<file path="src/ps2fifo_pkg.sv">
package ps2fifo_pkg;

	localparam int FIFO_DEPTH = 256;
	localparam int PTR_W      = (FIFO_DEPTH > 1) ? $clog2(FIFO_DEPTH) : 1;
	localparam int MAP_SIZE   = 64;

	localparam logic [6:0] LSHIFT_KEY = 7'h2A;
	localparam logic [6:0] RSHIFT_KEY = 7'h36;

	typedef enum logic [2:0] {
		ST_READ_OK    = 3'd0,
		ST_READ_EMPTY = 3'd1,
		ST_QUEUED     = 3'd2,
		ST_NO_CHAR    = 3'd3,
		ST_DROPPED    = 3'd4
	} status_t;

	typedef enum logic [1:0] {
		FSM_IDLE = 2'b01,
		FSM_READ = 2'b10
	} fsm_t;

	// Decoder verdict for one scan byte
	typedef struct packed {
		logic       shift_make;
		logic       shift_break;
		logic [6:0] ch;
	} dec_t;

	// US layout, scan code set 1; codes past the space bar map to zero
	localparam logic [6:0] PLAIN_MAP [MAP_SIZE] = '{
		7'h00, 7'h1B, 7'h31, 7'h32, 7'h33, 7'h34, 7'h35, 7'h36,
		7'h37, 7'h38, 7'h39, 7'h30, 7'h2D, 7'h3D, 7'h08, 7'h09,
		7'h71, 7'h77, 7'h65, 7'h72, 7'h74, 7'h79, 7'h75, 7'h69,
		7'h6F, 7'h70, 7'h5B, 7'h5D, 7'h0A, 7'h00, 7'h61, 7'h73,
		7'h64, 7'h66, 7'h67, 7'h68, 7'h6A, 7'h6B, 7'h6C, 7'h3B,
		7'h27, 7'h60, 7'h00, 7'h5C, 7'h7A, 7'h78, 7'h63, 7'h76,
		7'h62, 7'h6E, 7'h6D, 7'h2C, 7'h2E, 7'h2F, 7'h00, 7'h2A,
		7'h00, 7'h20, 7'h00, 7'h00, 7'h00, 7'h00, 7'h00, 7'h00
	};

	localparam logic [6:0] UPPER_MAP [MAP_SIZE] = '{
		7'h00, 7'h1B, 7'h21, 7'h40, 7'h23, 7'h24, 7'h25, 7'h5E,
		7'h26, 7'h2A, 7'h28, 7'h29, 7'h5F, 7'h2B, 7'h08, 7'h09,
		7'h51, 7'h57, 7'h45, 7'h52, 7'h54, 7'h59, 7'h55, 7'h49,
		7'h4F, 7'h50, 7'h7B, 7'h7D, 7'h0A, 7'h00, 7'h41, 7'h53,
		7'h44, 7'h46, 7'h47, 7'h48, 7'h4A, 7'h4B, 7'h4C, 7'h3A,
		7'h22, 7'h7E, 7'h00, 7'h7C, 7'h5A, 7'h58, 7'h43, 7'h56,
		7'h42, 7'h4E, 7'h4D, 7'h3C, 7'h3E, 7'h3F, 7'h00, 7'h2A,
		7'h00, 7'h20, 7'h00, 7'h00, 7'h00, 7'h00, 7'h00, 7'h00
	};

	function automatic logic [PTR_W-1:0] wrap_next(input logic [PTR_W-1:0] idx);
		if (idx == PTR_W'(FIFO_DEPTH - 1)) begin
			return '0;
		end
		return PTR_W'(idx + PTR_W'(1));
	endfunction

endpackage

</file>
<file path="src/ps2fifo_req_if.sv">
interface ps2fifo_req_if;
	logic       valid;
	logic       ready;
	logic       req_type;
	logic [7:0] scan_byte;

	modport source (output valid, req_type, scan_byte, input ready);
	modport sink (input valid, req_type, scan_byte, output ready);
endinterface

</file>
<file path="src/ps2fifo_rsp_if.sv">
interface ps2fifo_rsp_if;
	logic       valid;
	logic       ready;
	logic [2:0] status;
	logic [6:0] char_code;

	modport source (output valid, status, char_code, input ready);
	modport sink (input valid, status, char_code, output ready);
endinterface

</file>
<file path="src/ps2fifo_decode.sv">
module ps2fifo_decode import ps2fifo_pkg::*; (
	input  logic [7:0] scan_byte,
	input  logic       shift_held,
	output dec_t       dec
);

	logic [6:0] key;
	logic       is_shift;
	logic [6:0] mapped;

	assign key      = scan_byte[6:0];
	assign is_shift = (key == LSHIFT_KEY) || (key == RSHIFT_KEY);

	// keys past the table read as unmapped
	always_comb begin
		if (key[6]) begin
			mapped = '0;
		end else if (shift_held) begin
			mapped = UPPER_MAP[key[5:0]];
		end else begin
			mapped = PLAIN_MAP[key[5:0]];
		end
	end

	assign dec.shift_make  = !scan_byte[7] && is_shift;
	assign dec.shift_break = scan_byte[7] && is_shift;
	assign dec.ch          = (scan_byte[7] || is_shift) ? 7'd0 : mapped;

endmodule

</file>
<file path="src/ps2_scancode_to_ascii_fifo_core.sv">
// A scan byte or an empty read is registered straight into the result register;
// a read that pops a character registers the store data first, then the result.
// Throughput: one scan byte per cycle while the result slot is free or draining; a
// popping read stalls requests until the single read port's registered data loads.
// Reset: pointers, shift flag, control state and result valid clear at once;
// the character store is not cleared and holds nothing readable until written.
module ps2_scancode_to_ascii_fifo_core import ps2fifo_pkg::*; (
	input logic           clk,
	input logic           arst_n,
	ps2fifo_req_if.sink   req_ch,
	ps2fifo_rsp_if.source rsp_ch
);

	// Character store: one write port, one registered read port
	logic [6:0] char_mem [FIFO_DEPTH];
	logic [6:0] rd_data_q;

	logic [PTR_W-1:0] wr_ptr_q;
	logic [PTR_W-1:0] rd_ptr_q;
	logic             shift_q;
	fsm_t             state_q;

	logic       out_valid_q;
	status_t    out_status_q;
	logic [6:0] out_char_q;

	dec_t             dec;
	logic             out_free;
	logic             accept;
	logic             fifo_empty;
	logic             fifo_full;
	logic [PTR_W-1:0] wr_ptr_nxt;

	logic       load_out;
	status_t    load_status;
	logic [6:0] load_char;
	logic       mem_we;
	logic       mem_re;
	logic       pop;
	logic       shift_set;
	logic       shift_clr;
	fsm_t       state_d;

	ps2fifo_decode u_decode (
		.scan_byte  (req_ch.scan_byte),
		.shift_held (shift_q),
		.dec        (dec)
	);

	// Take a new request only from idle, with the result slot free or draining
	assign out_free     = !out_valid_q || rsp_ch.ready;
	assign req_ch.ready = (state_q == FSM_IDLE) && out_free;
	assign accept       = req_ch.valid && req_ch.ready;

	assign wr_ptr_nxt = wrap_next(wr_ptr_q);
	assign fifo_empty = (wr_ptr_q == rd_ptr_q);
	assign fifo_full  = (wr_ptr_nxt == rd_ptr_q);

	always_comb begin
		load_out    = 1'b0;
		load_status = ST_NO_CHAR;
		load_char   = '0;
		mem_we      = 1'b0;
		mem_re      = 1'b0;
		pop         = 1'b0;
		shift_set   = 1'b0;
		shift_clr   = 1'b0;
		state_d     = state_q;
		case (state_q)
			FSM_IDLE: begin
				if (accept) begin
					if (req_ch.req_type) begin
						if (fifo_empty) begin
							load_out    = 1'b1;
							load_status = ST_READ_EMPTY;
						end else begin
							// issue the store read, finish next cycle
							mem_re  = 1'b1;
							state_d = FSM_READ;
						end
					end else begin
						load_out = 1'b1;
						if (dec.shift_break) begin
							shift_clr = 1'b1;
						end else if (dec.shift_make) begin
							shift_set = 1'b1;
						end else if (dec.ch == 7'd0) begin
							load_status = ST_NO_CHAR;
						end else if (fifo_full) begin
							load_status = ST_DROPPED;
						end else begin
							mem_we      = 1'b1;
							load_status = ST_QUEUED;
							load_char   = dec.ch;
						end
					end
				end
			end
			FSM_READ: begin
				// result slot was freed when the read was accepted
				load_out    = 1'b1;
				load_status = ST_READ_OK;
				load_char   = rd_data_q;
				pop         = 1'b1;
				state_d     = FSM_IDLE;
			end
			default: begin
				state_d = FSM_IDLE;
			end
		endcase
	end

	always_ff @(posedge clk) begin
		if (mem_we) begin
			char_mem[wr_ptr_q] <= dec.ch;
		end
		if (mem_re) begin
			rd_data_q <= char_mem[rd_ptr_q];
		end
	end

	always_ff @(posedge clk or negedge arst_n) begin
		if (!arst_n) begin
			state_q  <= FSM_IDLE;
			wr_ptr_q <= '0;
			rd_ptr_q <= '0;
			shift_q  <= 1'b0;
		end else begin
			state_q <= state_d;
			if (mem_we) begin
				wr_ptr_q <= wr_ptr_nxt;
			end
			if (pop) begin
				rd_ptr_q <= wrap_next(rd_ptr_q);
			end
			if (shift_set) begin
				shift_q <= 1'b1;
			end else if (shift_clr) begin
				shift_q <= 1'b0;
			end
		end
	end

	// Result register: hold until transfer, then drop
	always_ff @(posedge clk or negedge arst_n) begin
		if (!arst_n) begin
			out_valid_q <= 1'b0;
		end else if (load_out) begin
			out_valid_q <= 1'b1;
		end else if (rsp_ch.ready) begin
			out_valid_q <= 1'b0;
		end
	end

	always_ff @(posedge clk) begin
		if (load_out) begin
			out_status_q <= load_status;
			out_char_q   <= load_char;
		end
	end

	assign rsp_ch.valid     = out_valid_q;
	assign rsp_ch.status    = out_status_q;
	assign rsp_ch.char_code = out_char_q;

endmodule
</file>
<file path="src/flat_wrapper.sv">
// flat-port wrapper written by rule: the top's interface ports become plain ports
module ps2_scancode_to_ascii_fifo_core_flat import ps2fifo_pkg::*;
  (clk, arst_n, req_ch_valid, req_ch_req_type, req_ch_scan_byte, req_ch_ready, rsp_ch_valid, rsp_ch_status, rsp_ch_char_code, rsp_ch_ready);
  ps2fifo_req_if req_ch_i ();
  ps2fifo_rsp_if rsp_ch_i ();
  input logic clk;
  input logic arst_n;
  input wire logic [$bits(req_ch_i.valid)-1:0] req_ch_valid;
  input wire logic [$bits(req_ch_i.req_type)-1:0] req_ch_req_type;
  input wire logic [$bits(req_ch_i.scan_byte)-1:0] req_ch_scan_byte;
  output wire logic [$bits(req_ch_i.ready)-1:0] req_ch_ready;
  output wire logic [$bits(rsp_ch_i.valid)-1:0] rsp_ch_valid;
  output wire logic [$bits(rsp_ch_i.status)-1:0] rsp_ch_status;
  output wire logic [$bits(rsp_ch_i.char_code)-1:0] rsp_ch_char_code;
  input wire logic [$bits(rsp_ch_i.ready)-1:0] rsp_ch_ready;
  assign req_ch_i.valid = req_ch_valid;
  assign req_ch_i.req_type = req_ch_req_type;
  assign req_ch_i.scan_byte = req_ch_scan_byte;
  assign req_ch_ready = req_ch_i.ready;
  assign rsp_ch_valid = rsp_ch_i.valid;
  assign rsp_ch_status = rsp_ch_i.status;
  assign rsp_ch_char_code = rsp_ch_i.char_code;
  assign rsp_ch_i.ready = rsp_ch_ready;
  ps2_scancode_to_ascii_fifo_core u_core (.clk(clk), .arst_n(arst_n), .req_ch(req_ch_i), .rsp_ch(rsp_ch_i));
endmodule
</file>
<file path="config.mk">
export PLATFORM = sky130hd
export DESIGN_NAME = ps2_scancode_to_ascii_fifo_core_flat
export DESIGN_NICKNAME = d
export VERILOG_FILES = /design/src/ps2fifo_pkg.sv /design/src/ps2fifo_req_if.sv /design/src/ps2fifo_rsp_if.sv /design/src/ps2fifo_decode.sv /design/src/ps2_scancode_to_ascii_fifo_core.sv /design/src/flat_wrapper.sv
export SDC_FILE = /design/constraint.sdc
export NUM_CORES = 2
export LEC_CHECK = 0
export BUFFER_PORTS_ARGS = -buffer_cell sky130_fd_sc_hd__buf_2
export CAP_MARGIN = 20
export CORE_ASPECT_RATIO = 1.25
export CORE_MARGIN = 4
export CORE_UTILIZATION = 55
export CTS_BUF_LIST = sky130_fd_sc_hd__clkbuf_8
export DETAILED_ROUTE_END_ITERATION = 12
export PLACE_DENSITY = 0.8
export SLEW_MARGIN = 20
export SYNTH_ARGS = -nofsm -noshare
export SYNTH_HDL_FRONTEND = slang
export SYNTH_SLANG_ARGS = --single-unit
</file>
<file path="constraint.sdc">
create_clock -name clk -period 23 [get_ports clk]
set_input_delay 1.15 -clock clk [delete_from_list [all_inputs] [get_ports clk]]
set_output_delay 1.15 -clock clk [all_outputs]
set_load 0.1 [all_outputs]
</file>
==> impl_metrics.tcl <==
set metrics [dict create \
    hold_violations 0 \
    dieHeight_um 415.3 \
    dp_hpwl_mm 98.62 \
    htree_levels 4 \
    rows 149 \
    grt_max_degree 190 \
    drtAntennaViolNets 0 \
    relSlewSlack_pct 19.51 \
    drive_gt1_share_pct 31.17 \
    nFillCells 8532 \
    rsz0062_at_grt "no" \
    fin_crit_sh_pct 29.94 \
    insertion_delay_ps 940 \
    syn_inst 3300 \
    slowest_stage "buf_4" \
    outcome "finished, final reports clean" \
    yosysWarningCount 0 \
    crit_chain "ha_1 > nand3_2 > buf_4 > o21a_1 > xnor2_1 > o2111ai_1 > or4b_4 > nand2b_1 > or2_4 > buf_4 > buf_16 > buf_4 > nor3_1" \
    syn_nets 3332 \
    worst-setup-path-type "flop to flop" \
    setup_viol 0 \
    worst_slack_ps 16110 \
    antenna_found_initial 3 \
    cts_setup_buffers 0 \
    cts-root-buf "clkbuf_8" \
    post_drt_wl_per_cell_um 31.86 \
    drc 0 \
    max_freq_ghz 0.1452 \
    area_delta_synth_final_pct 9.310 \
    drt_iter0_markers 5000 \
    final_nets 3441 \
    ff_latch_area_um2 54840 \
    cp_common_cell "buf_4" \
    crit_buf_inv 4 \
    vias_per_cell 6.723 \
    synth-seq-cells 1829 \
    finalSetupTns_ps 0 \
    dr.pass1.iters 8 \
    worstSetupStartpointType "flop" \
    crit_path_start "u_core.wr_ptr_q[1]$_DFFE_PN0P_" \
    avgSynthCellArea_um2 22.12 \
    cellPowerDensity_nw_per_um2 99.93 \
    synth_cell_types 72 \
    synth_edf_count 1809 \
    die_x_um 333.9 \
    die-area_um2 138700 \
    p_leak_nw 24.45 \
    vdd_ir_drop_max_mv 0.1173 \
    final_util_pct 60.46 \
    cts_tree "done" \
    gp_congestion 0.9028 \
    maxCapViolations 0 \
    critPathMaxStageDelay_ps 840 \
    ys_async_sr_fraction_pct 1.093 \
    cts_buffers 236 \
    min_path_type "input port to async pin" \
    coreArea_um2 132000 \
    drt-total-wl_mm 170.2 \
    start_util_pct 55.31 \
    io_buffers 24 \
    crit_fanout 66 \
    grt_use_total_pct 24.88 \
    reg2reg_from "u_core.wr_ptr_q[1]$_DFFE_PN0P_" \
    grt_pass1_wl_mm 252.5 \
    ys_seq_area_share_pct 75.10 \
    synth_flop_cell "edfxtp_1" \
    slew_violations 0 \
    period_needed_ps 6887 \
    io-pin-count 25 \
    path_clk_slew_ps 70 \
    cts_resized 0 \
    fin_cells 5343 \
    crit_family "simple AND/OR/NAND/NOR gates" \
    synth_area_um2 73010 \
    gr-total-overflow 0 \
    crit_path_end_kind "flop" \
    cts_buffer_depth 3 \
    pre_cts_ws_ps 15340 \
    vias 35920 \
    arrival_ps 7470 \
    multi_input_area_um2 17440 \
    ctsHoldBuffers 0 \
    fin_skew_ps 47.50 \
    final_common_cell "edfxtp_1" \
    hold_ws_ps 207.8 \
    cts_sinks 1829 \
    grt_pass1_vias 36390 \
    final_cell_mix "edfxtp_1, mux4_2, clkbuf_8, nor3_1, nor3_2" \
    tightest_slew_ps 1203 \
    required_ps 23590 \
    place_inst 4898 \
]
-- worst reg2reg max path, cell delays in order (launching register included) --
cell       delay [ps]
dfrtp_1           540
ha_1              480
nand3_2           390
buf_4             460
o21a_1            270
xnor2_1           200
o2111ai_1         160
or4b_4            580
nand2b_1          380
or2_4             800
buf_4             590
buf_16            340
buf_4             900
nor3_1            450
-- final timing paths --
path,endpoint,slack (ps),cells past startpoint
max reg2reg,u_core.char_mem[101][3]$_DFFE_PP_,16110,13
min in group clk,u_core.shift_q$_DFFE_PN0P_,440,2
max in group asynchronous,u_core.rd_ptr_q[2]$_DFFE_PN0P_,22360,1
min,u_core.rd_ptr_q[0]$_DFFE_PN0P_,210,1
min reg2reg,u_core.rsp_ch.valid$_DFFE_PN0P_,520,2
max,u_core.char_mem[101][3]$_DFFE_PP_,16110,13
-- area by class of cell --
cell class / count / area share (%)
repair buffers: 104 / 1.076
flip-flops and latches: 1829 / 68.72
clock buffers: 240 / 4.139
multi-input cells: 1219 / 21.85
inverters: 19 / 0.08937
diodes: 1 / 0.003136
clock inverters: 195 / 1.395
well taps: 1736 / 2.722
-- synthesized netlist by cell type, types with 4 or more instances --
cell,instances,share of area [%]
mux4_2,587,18
buf_6,21,0.32
nand2_1,68,0.35
a211oi_1,8,0.082
xor2_1,13,0.16
nor2b_1,17,0.15
and2_1,4,0.034
nor3_1,246,1.7
buf_2,44,0.30
o31ai_1,5,0.051
dfrtp_1,19,0.65
clkbuf_1,125,0.64
buf_4,12,0.12
buf_1,29,0.15
ha_1,19,0.33
mux2i_1,6,0.082
o21ai_0,22,0.15
o211ai_1,7,0.072
a22oi_1,16,0.16
nor4_1,20,0.17
nand3_1,20,0.14
inv_1,17,0.087
a31oi_1,6,0.051
a21oi_1,27,0.19
nand4_1,5,0.043
and3_1,4,0.034
o311ai_0,5,0.060
nand2b_1,10,0.086
nor2_1,35,0.18
xnor2_1,9,0.11
a21o_1,4,0.041
edfxtp_1,1809,74
-- metal layers --
| metal | global-route usage, % | vias up | wire length, um |
|---|---|---|---|
| met5 | 0 | - | 29 |
| met4 | 10.96 | 4 | 7647 |
| met3 | 5.106 | 385 | 17280 |
| met2 | 40.40 | 2555 | 86160 |
| met1 | 33.21 | 18650 | 59090 |
| li1 | - | 14320 | - |
-- stage by stage --
stage / power (W) / area, um^2
6_report: 0.007975 / 79800
5_1_grt: 0.008259 / 79800
4_1_cts: 0.007998 / 79310
3_5_place_dp: 0.005784 / 74900
3_3_place_gp: 0.005754 / 74800
2_1_floorplan: 0.005228 / 73010
-- logic make-up (layout without fill, tap and decap cells) --
logic type | after synthesis | count (layout) | share of synthesized area (%)
DFF | 1829 | 1829 | 75.10
buffers and inverters | 252 | 558 | 1.693
and+or+nand+nor | 448 | 448 | 3.092
xor gates and xnor gates | 22 | 22 | 0.2639
adders and majority gates | 19 | 19 | 0.3256
other | 0 | 1 | 0
muxes | 596 | 596 | 18.24
AOI/OAI and AO/OA | 134 | 134 | 1.292
-- power by group --
group	total (W)	leakage [nW]	switching [W]	internal, W
Combinational	0.00195	4.88	0.00106	0.000895
Sequential	0.00377	17.1	0.0000783	0.00370
Clock	0.00225	2.49	0.00117	0.00108
Total	0.00797	24.4	0.00231	0.00567
-- state kept, by name, indices dropped and copies added, names as in the netlist --
register and cells:
u_core.rd_ptr_q 8, u_core.rsp_ch.valid 1, u_core.rsp_ch.status 3, u_core.rsp_ch.char_code 7, u_core.rd_data_q 7, u_core.wr_ptr_q 8, u_core.char_mem 1792, u_core.shift_q 1
u_core.state_q 2
No activity file was read; power rests on OpenSTA's default activity.
